### src/hdl/esr_pkg.sv
// shared types and codes of the event subscription router
`default_nettype none
package esr_pkg;

    localparam int CFG_W        = 5;
    localparam int CMD_W        = 3;
    localparam int KIND_W       = 2;
    localparam int RESULT_LIMIT = 16;
    localparam int CNT_W        = $clog2(RESULT_LIMIT);

    localparam logic [CMD_W-1:0] CMD_LOAD      = 3'd0;
    localparam logic [CMD_W-1:0] CMD_SUB       = 3'd1;
    localparam logic [CMD_W-1:0] CMD_UNSUB     = 3'd2;
    localparam logic [CMD_W-1:0] CMD_UNSUB_ALL = 3'd3;
    localparam logic [CMD_W-1:0] CMD_PUBLISH   = 3'd4;

    localparam logic [KIND_W-1:0] KIND_DONE           = 2'd0;
    localparam logic [KIND_W-1:0] KIND_NOT_FOUND      = 2'd1;
    localparam logic [KIND_W-1:0] KIND_DELIVERY       = 2'd2;
    localparam logic [KIND_W-1:0] KIND_NO_SUBSCRIBERS = 2'd3;

    typedef struct packed {
        logic [7:0]  evt;
        logic [7:0]  grp;
        logic [31:0] mask;
    } rec_t;

endpackage
`default_nettype wire

### src/hdl/event_subscription_router.sv
// event subscription router: record table, subscription bits and command sequencer
//
// Records (event, group, mask) live in a single-port synchronous memory with a registered
// read; subscription bits are flip-flops cleared by reset, so no clearing pass is needed.
// A load or unknown command, or a scan with no records in use, goes straight to the done
// state. Subscribe, unsubscribe, unsubscribe-all and publish scan the records in use
// (cfg_count_reg, saturated to MAX_RECORDS) at one record per cycle through the memory
// read port, except while a publish delivery is stalled by the output side; subscribe and
// unsubscribe stop at their first full match. One command is in flight at a time; a new
// word is accepted once its final result has moved into the output register.
`default_nettype none
module event_subscription_router #(
    parameter int MAX_RECORDS = 16
) (
    input  wire logic                       clk,
    input  wire logic                       rst_n,
    input  wire logic                       cfg_write_en,
    input  wire logic [esr_pkg::CFG_W-1:0]  cfg_write_data,
    input  wire logic                       in_valid,
    output logic                            in_ready,
    input  wire logic [esr_pkg::CMD_W-1:0]  cmd,
    input  wire logic [3:0]                 entry_index,
    input  wire logic [7:0]                 event_code,
    input  wire logic [7:0]                 group_id,
    input  wire logic [31:0]                flag_mask,
    output logic                            out_valid,
    input  wire logic                       out_ready,
    output logic [esr_pkg::KIND_W-1:0]      result_kind,
    output logic [7:0]                      target_group,
    output logic [31:0]                     set_mask,
    output logic                            last
);
    import esr_pkg::*;

    localparam int IW = (MAX_RECORDS > 1) ? $clog2(MAX_RECORDS) : 1;
    localparam int CW = $clog2(MAX_RECORDS + 1);
    localparam int NW = (CW > CFG_W) ? CW : CFG_W;
    localparam int SW = (CW > 4) ? CW : 4;

    localparam logic [1:0] ST_IDLE = 2'd0;
    localparam logic [1:0] ST_SCAN = 2'd1;
    localparam logic [1:0] ST_DONE = 2'd2;

    rec_t rec_mem [MAX_RECORDS];
    rec_t rd_data_reg;
    logic mem_we;
    logic mem_re;
    logic [IW-1:0] wr_addr;
    logic [IW-1:0] rd_addr;
    rec_t wr_data;

    logic [1:0]             state_reg, state_next;
    logic [CFG_W-1:0]       cfg_count_reg, cfg_count_next;
    logic [CMD_W-1:0]       cmd_reg, cmd_next;
    logic [7:0]             ev_reg, ev_next;
    logic [7:0]             grp_reg, grp_next;
    logic [31:0]            mask_reg, mask_next;
    logic [IW-1:0]          idx_reg, idx_next;
    logic [CNT_W-1:0]       cnt_reg, cnt_next;
    logic                   pend_valid_reg, pend_valid_next;
    logic [KIND_W-1:0]      pend_kind_reg, pend_kind_next;
    logic [7:0]             pend_grp_reg, pend_grp_next;
    logic [31:0]            pend_mask_reg, pend_mask_next;
    logic [MAX_RECORDS-1:0] sub_reg, sub_next;
    logic                   out_valid_reg, out_valid_next;
    logic [KIND_W-1:0]      out_kind_reg, out_kind_next;
    logic [7:0]             out_grp_reg, out_grp_next;
    logic [31:0]            out_mask_reg, out_mask_next;
    logic                   out_last_reg, out_last_next;

    logic [NW-1:0] cfg_ext;
    logic [NW-1:0] n_active;
    logic [NW-1:0] n_m1;
    logic [IW-1:0] last_idx;
    logic          n_zero;
    logic [SW-1:0] slot_ext;
    logic          slot_ok;
    logic          out_free;
    logic          at_end;
    logic          full_match;
    logic          hit;
    logic          advance;

    assign cfg_ext  = NW'(cfg_count_reg);
    assign n_active = (cfg_ext > NW'(MAX_RECORDS)) ? NW'(MAX_RECORDS) : cfg_ext;
    assign n_m1     = n_active - NW'(1);
    assign last_idx = n_m1[IW-1:0];
    assign n_zero   = (n_active == '0);
    assign slot_ext = SW'(entry_index);
    assign slot_ok  = (slot_ext < SW'(MAX_RECORDS));
    assign out_free = !out_valid_reg || out_ready;
    assign at_end   = (idx_reg == last_idx);
    assign full_match = (rd_data_reg.evt == ev_reg) && (rd_data_reg.grp == grp_reg)
                        && (rd_data_reg.mask == mask_reg);
    assign hit      = (rd_data_reg.evt == ev_reg) && sub_reg[idx_reg];
    assign wr_addr  = slot_ext[IW-1:0];
    assign wr_data  = '{evt: event_code, grp: group_id, mask: flag_mask};

    assign in_ready     = (state_reg == ST_IDLE);
    assign out_valid    = out_valid_reg;
    assign result_kind  = out_kind_reg;
    assign target_group = out_grp_reg;
    assign set_mask     = out_mask_reg;
    assign last         = out_last_reg;

    always_comb
    begin
        state_next      = state_reg;
        cfg_count_next  = cfg_write_en ? cfg_write_data : cfg_count_reg;
        cmd_next        = cmd_reg;
        ev_next         = ev_reg;
        grp_next        = grp_reg;
        mask_next       = mask_reg;
        idx_next        = idx_reg;
        cnt_next        = cnt_reg;
        pend_valid_next = pend_valid_reg;
        pend_kind_next  = pend_kind_reg;
        pend_grp_next   = pend_grp_reg;
        pend_mask_next  = pend_mask_reg;
        sub_next        = sub_reg;
        out_valid_next  = out_valid_reg && !out_ready;
        out_kind_next   = out_kind_reg;
        out_grp_next    = out_grp_reg;
        out_mask_next   = out_mask_reg;
        out_last_next   = out_last_reg;
        mem_we          = 1'b0;
        mem_re          = 1'b0;
        rd_addr         = idx_reg + IW'(1);
        advance         = 1'b1;

        case (state_reg)
            ST_IDLE:
            begin
                if (in_valid)
                begin
                    cmd_next        = cmd;
                    ev_next         = event_code;
                    grp_next        = group_id;
                    mask_next       = flag_mask;
                    idx_next        = '0;
                    cnt_next        = '0;
                    pend_valid_next = 1'b0;
                    pend_kind_next  = KIND_DONE;
                    pend_grp_next   = '0;
                    pend_mask_next  = '0;
                    state_next      = ST_DONE;
                    case (cmd)
                        CMD_LOAD:
                        begin
                            if (slot_ok)
                            begin
                                mem_we = 1'b1;
                                sub_next[slot_ext[IW-1:0]] = 1'b0;
                            end
                        end
                        CMD_SUB, CMD_UNSUB, CMD_UNSUB_ALL, CMD_PUBLISH:
                        begin
                            if (n_zero)
                            begin
                                if (cmd == CMD_PUBLISH)
                                    pend_kind_next = KIND_NO_SUBSCRIBERS;
                                else if (cmd != CMD_UNSUB_ALL)
                                    pend_kind_next = KIND_NOT_FOUND;
                            end
                            else
                            begin
                                mem_re     = 1'b1;
                                rd_addr    = '0;
                                state_next = ST_SCAN;
                            end
                        end
                        default:
                        begin
                            pend_kind_next = KIND_DONE;
                        end
                    endcase
                end
            end
            ST_SCAN:
            begin
                case (cmd_reg)
                    CMD_SUB, CMD_UNSUB:
                    begin
                        if (full_match)
                        begin
                            sub_next[idx_reg] = (cmd_reg == CMD_SUB);
                            pend_kind_next    = KIND_DONE;
                            state_next        = ST_DONE;
                        end
                        else if (at_end)
                        begin
                            pend_kind_next = KIND_NOT_FOUND;
                            state_next     = ST_DONE;
                        end
                    end
                    CMD_UNSUB_ALL:
                    begin
                        if (rd_data_reg.grp == grp_reg)
                            sub_next[idx_reg] = 1'b0;
                        if (at_end)
                            state_next = ST_DONE;
                    end
                    CMD_PUBLISH:
                    begin
                        if (hit && pend_valid_reg && !out_free)
                        begin
                            advance = 1'b0;
                        end
                        else if (hit)
                        begin
                            if (pend_valid_reg)
                            begin
                                out_valid_next = 1'b1;
                                out_kind_next  = pend_kind_reg;
                                out_grp_next   = pend_grp_reg;
                                out_mask_next  = pend_mask_reg;
                                out_last_next  = 1'b0;
                            end
                            pend_valid_next = 1'b1;
                            pend_kind_next  = KIND_DELIVERY;
                            pend_grp_next   = rd_data_reg.grp;
                            pend_mask_next  = rd_data_reg.mask;
                            cnt_next        = cnt_reg + CNT_W'(1);
                            if (at_end || (cnt_reg == CNT_W'(RESULT_LIMIT - 1)))
                                state_next = ST_DONE;
                        end
                        else if (at_end)
                        begin
                            if (!pend_valid_reg)
                                pend_kind_next = KIND_NO_SUBSCRIBERS;
                            state_next = ST_DONE;
                        end
                    end
                    default:
                    begin
                        state_next = ST_DONE;
                    end
                endcase
                if (advance && (state_next == ST_SCAN))
                begin
                    mem_re   = 1'b1;
                    idx_next = idx_reg + IW'(1);
                end
            end
            ST_DONE:
            begin
                if (out_free)
                begin
                    out_valid_next = 1'b1;
                    out_kind_next  = pend_kind_reg;
                    out_grp_next   = pend_grp_reg;
                    out_mask_next  = pend_mask_reg;
                    out_last_next  = 1'b1;
                    state_next     = ST_IDLE;
                end
            end
            default:
            begin
                state_next = ST_IDLE;
            end
        endcase
    end

    always_ff @(posedge clk)
    begin
        if (mem_we)
            rec_mem[wr_addr] <= wr_data;
        if (mem_re)
            rd_data_reg <= rec_mem[rd_addr];
    end

    always_ff @(posedge clk or negedge rst_n)
    begin
        if (!rst_n)
        begin
            state_reg      <= ST_IDLE;
            cfg_count_reg  <= '0;
            sub_reg        <= '0;
            pend_valid_reg <= 1'b0;
            out_valid_reg  <= 1'b0;
        end
        else
        begin
            state_reg      <= state_next;
            cfg_count_reg  <= cfg_count_next;
            sub_reg        <= sub_next;
            pend_valid_reg <= pend_valid_next;
            out_valid_reg  <= out_valid_next;
        end
    end

    always_ff @(posedge clk)
    begin
        cmd_reg       <= cmd_next;
        ev_reg        <= ev_next;
        grp_reg       <= grp_next;
        mask_reg      <= mask_next;
        idx_reg       <= idx_next;
        cnt_reg       <= cnt_next;
        pend_kind_reg <= pend_kind_next;
        pend_grp_reg  <= pend_grp_next;
        pend_mask_reg <= pend_mask_next;
        out_kind_reg  <= out_kind_next;
        out_grp_reg   <= out_grp_next;
        out_mask_reg  <= out_mask_next;
        out_last_reg  <= out_last_next;
    end

endmodule
`default_nettype wire

### config.mk
export PLATFORM = sky130hd
export DESIGN_NAME = event_subscription_router
export DESIGN_NICKNAME = d
export VERILOG_FILES = /design/src/hdl/esr_pkg.sv /design/src/hdl/event_subscription_router.sv
export SDC_FILE = /design/constraint.sdc
export NUM_CORES = 1
export LEC_CHECK = 0
export BUFFER_PORTS_ARGS = -buffer_cell sky130_fd_sc_hd__buf_2
export CAP_MARGIN = 20
export CORE_MARGIN = 10
export CORE_UTILIZATION = 45
export CTS_CLUSTER_DIAMETER = 40
export DETAILED_ROUTE_END_ITERATION = 12
export PLACE_DENSITY = 0.67
export SETUP_SLACK_MARGIN = 0.15
export SLEW_MARGIN = 20
export SYNTH_ARGS = -nofsm -noshare
export SYNTH_HDL_FRONTEND = slang
export SYNTH_SLANG_ARGS = --single-unit
### constraint.sdc
create_clock -name clk -period 7.3 [get_ports clk]
set_input_delay 1.46 -clock clk [delete_from_list [all_inputs] [get_ports clk]]
set_output_delay 1.46 -clock clk [all_outputs]
set_load 0.005 [all_outputs]
==> results by stage <==
Clock tree:
- Clock latency on the worst-skew pair, taken at its later pin, is 700 ps.
- The total clock buffers created by CTS is 118.
- The clock tree from TritonCTS is built.
- In this run the number of H-tree levels came out at 3.
- The total number of clock tree sinks is 985.
- Once the clock tree was built, the resizer swapped 0 gates to a different size.
- The number of setup buffers added after CTS is 0.
- The clock-pin slew of the registers on the worst-case setup and hold paths is 60 ps.
- The number of hold buffers added after CTS is 0.
- The clock tree root buffer cell is clkbuf_16.
- The number of buffers between clock root and the deepest sink is 3.

Timing:
- In this run the tightest slew margin relative to its limit is 25.00%.
- Setup slack on the critical path of the routed design comes to 2766 ps.
- The number of failing hold endpoints at the final stage is 0.
- The timing-limited maximum frequency is 220.5 MHz.
- At the pin with the least slew margin, the transition time is 1125 ps.
- The total count of max-transition violations in the final report is 0.
- Across all hold checks on the routed design, the worst slack comes to 416.1 ps.
- The final-report setup violation count is 0.
- Setup repair after global routing left no endpoint under its margin.
- The final cycle utilization of the critical path is 62.11%.
- The final worst clock skew is 33.71 ps.
- For the finished layout, the period the worst path requires is 4534 ps.
- Setup total negative slack on the finished layout was measured at 0 ps.

Critical path:
- The setup path with the least slack is of type flop to flop.
- At the worst endpoint, the arrival time is 5010 ps.
- In this run the worst setup path terminates at rd_data_reg[39].
- Counting cells, the worst reg-to-reg path comes to 10.
- The startpoint kind of the worst setup timing path is a flop.
- The beginning of the critical path is state_reg[0].
- The register-to-register setup slack is 2770 ps.
- STA classifies the critical path endpoint as a flop.
- The worst reg2reg path startpoint is state_reg[0].
- The endpoint of the worst-slack reg-to-reg timing path is rd_data_reg[39].
- The data required time at the worst endpoint is 7770 ps.
- The largest fanout of any net on the critical path is 60.

Routing:
- The remaining routing DRC violations is 0.
- The total wirelength of the detailed-routed design is 93.12 mm.
- The number of DRC violations after detailed-routing iteration 0 is 2701.
- The count of nets left with antenna violations once routing finished came out at 0.
- The number of detailed-routing iterations run before antenna repair is 6.
- Dividing the detail-routed via count by the number of cells gives 5.918.
- The overall via count from detail_route is 21480.
- After detailed routing, the average wire length per cell comes to 25.66 um.

Floorplan:
- The die covers 97250 sq um.
- The number of rows created at floorplan is 106.
- Measured along the y axis, the die boundary spans 311.9 um.
- The initial cell density of the core is 45.58%.
- In this run the standard cell core region covers 84090 sq um.
- The number of top-level design ports is 110.
- The die is 311.9 um wide.

Finish:
- The final core utilization is 52.78%.
- The fraction of layout cells with a size suffix above 1 is 19.61%.
- Compared with the post-synthesis result, the final layout area differs by 15.79%.
- The register with the most flip-flops in the layout has 768 of them.
- The finished layout holds 3629 standard cells, fillers aside.
- The final layout net count is 2465.

Run:
- The count of maximum capacitance violations is 0.

Placed design:
- The worst slack at placement is 2322 ps.
- Detailed placement ended at an HPWL of 52.01 mm.
- Buffers placed on the I/O ports in this run total 109.
- The last weighted congestion value of the routability-driven placer is 0.8392.
- The number of placed instances with taps included is 3404.

Synthesis:
- Counting flops and latches in the post-synthesis netlist gives 985.
- For this run, the leading register cell type out of synthesis is edfxtp_1.
- For this run, the number of Yosys warnings is 0.
- The synthesized design devotes to its leading area cell type 75.21% of total area.
- After synthesis, flip-flops and latches occupy 76.84% of the total area.
- Dividing the synthesized area by the synthesized cell count gives 16.99 sq um.
- The number of flops mapped to enable cells by yosys is 960.
- When the netlist entered floorplanning its net count stood at 2330.
- The gate count of the mapped netlist is 2256.
- The distinct cell type count after synthesis is 58.
- Of all cell types, the one taking the most synthesized area is edfxtp_1.
- In the post-synthesis netlist, the biggest area contributors are edfxtp_1 75%, mux4_2 5.9%, nand2_1 3.0%, dfrtp_1 1.6%, o21ai_0 1.4%.
- The cell area after technology mapping is 38330 sq um.
- For this run, asynchronously set or reset flops after synthesis account for 2.538%.

GRT:
- The via count of the first global-routing pass came to 21390.
- The overall routing resource usage is 18.82%.
- The first global-routing pass estimated 139.7 mm of wire.
- The largest net degree at the start of global routing is 108.
- The total overflow left after global routing is 0.
- The number of antenna violations at the first check in global routing was 16.

Pwr:
- The cell area power density is 377.1 nW/um^2.
- IR analysis of the VDD net gives a maximum drop of 249.7 uV.
- The analysis attributes to cell leakage a power of 0.01473 uW.

Outcome:
- The flow ran to the end, and the final reports show no timing, DRC or antenna violations.

Hold path:
- The type of the worst min-delay path is flop to flop.
-- per-layer routing --
layer | vias up | global-route usage [%] | part of all wire (%)
met1 | 10910 | 26.04 | 40
li1 | 9210 | - | -
met2 | 1145 | 29.66 | 47
met3 | 201 | 3.592 | 9.7
met5 | - | 0 | 0.096
met4 | 12 | 6.502 | 2.7
-- kinds of logic (layout without fill, tap and decap cells) --
logic type	after synthesis	count (layout)	synth area share [%]
AOI/OAI and AO/OA	367	367	6.519
xor gates and xnor gates	59	59	1.348
adders and majority gates	9	9	0.2938
buffers and inverters	146	383	1.802
DFF	985	985	76.84
muxes	105	105	6.023
other	0	2	0
and+or+nand+nor	585	585	7.172
-- cell usage after synthesis (39+ instances only) --
cell      number
edfxtp_1     960
nand2_1      302
o21ai_0      110
mux4_2       100
clkbuf_1      89
and3_1        80
a31oi_1       53
nor2_1        52
a22oi_1       50
and2_1        48
xor2_1        46
a211oi_1      40
o311ai_1      39
-- worst min path at each step --
stage / from / endpoint / slack, ps / depth (start not counted)
after global routing: pend_mask_reg[29] / set_mask[29] / 420 / 0
after floorplan: pend_kind_reg[0] / result_kind[0] / 400 / 0
after global placement: pend_mask_reg[1] / set_mask[1] / 400 / 0
after detailed placement: pend_grp_reg[6] / target_group[6] / 400 / 0
final: pend_grp_reg[6] / target_group[6] / 420 / 0
after CTS: pend_grp_reg[6] / target_group[6] / 420 / 0
-- through the flow --
step	power, uW	instance area [sq um]
3_3_place_gp	10740	40220
4_1_cts	16840	44340
5_1_grt	17430	44380
2_1_floorplan	9582	38340
3_5_place_dp	10840	40240
6_report	16730	44380
-- worst max-delay path, stage by stage, from the launching register on --
cell and delay [ps]:
dfrtp_1 410, inv_1 250, ha_1 380, nand2_1 220
inv_2 560, buf_4 600, a41o_4 620, buf_4 620
nand2_1 110, and3_1 200, o311ai_1 270
-- cell type report --
type | count | area (sq um)
inverter | 7 | 26.28
sequential | 985 | 29450
clock inverter | 88 | 1047
fill | 6586 | 39700
clock buffer | 134 | 3055
antenna | 2 | 5.005
tap | 1134 | 1419
timing repair buffer | 154 | 965.9
multi-input combinational | 1125 | 8411
-- cells in the final DEF (no fill, tap or decap), types with 19 or more instances in the layout --
| cell | n |
|---|---|
| and2_1 | 48 |
| xor2_1 | 45 |
| nor3_1 | 20 |
| o31ai_1 | 19 |
| and3_1 | 80 |
| nand2_1 | 301 |
| o21ai_0 | 109 |
| mux4_2 | 100 |
| buf_2 | 109 |
| nor2_1 | 36 |
| a22oi_1 | 50 |
| a211oi_1 | 40 |
| edfxtp_1 | 960 |
| dfrtp_1 | 25 |
| buf_4 | 39 |
| a31oi_1 | 53 |
| o311ai_1 | 39 |
| nand3_1 | 22 |
| clkbuf_16 | 120 |
-- power by group --
group          switching (uW)  internal (uW)  total (uW)
registers                 182           6780        6960
clock network            2410           3600        6010
logic                    2430           1340        3770
No activity file was read; power rests on OpenSTA's default activity.
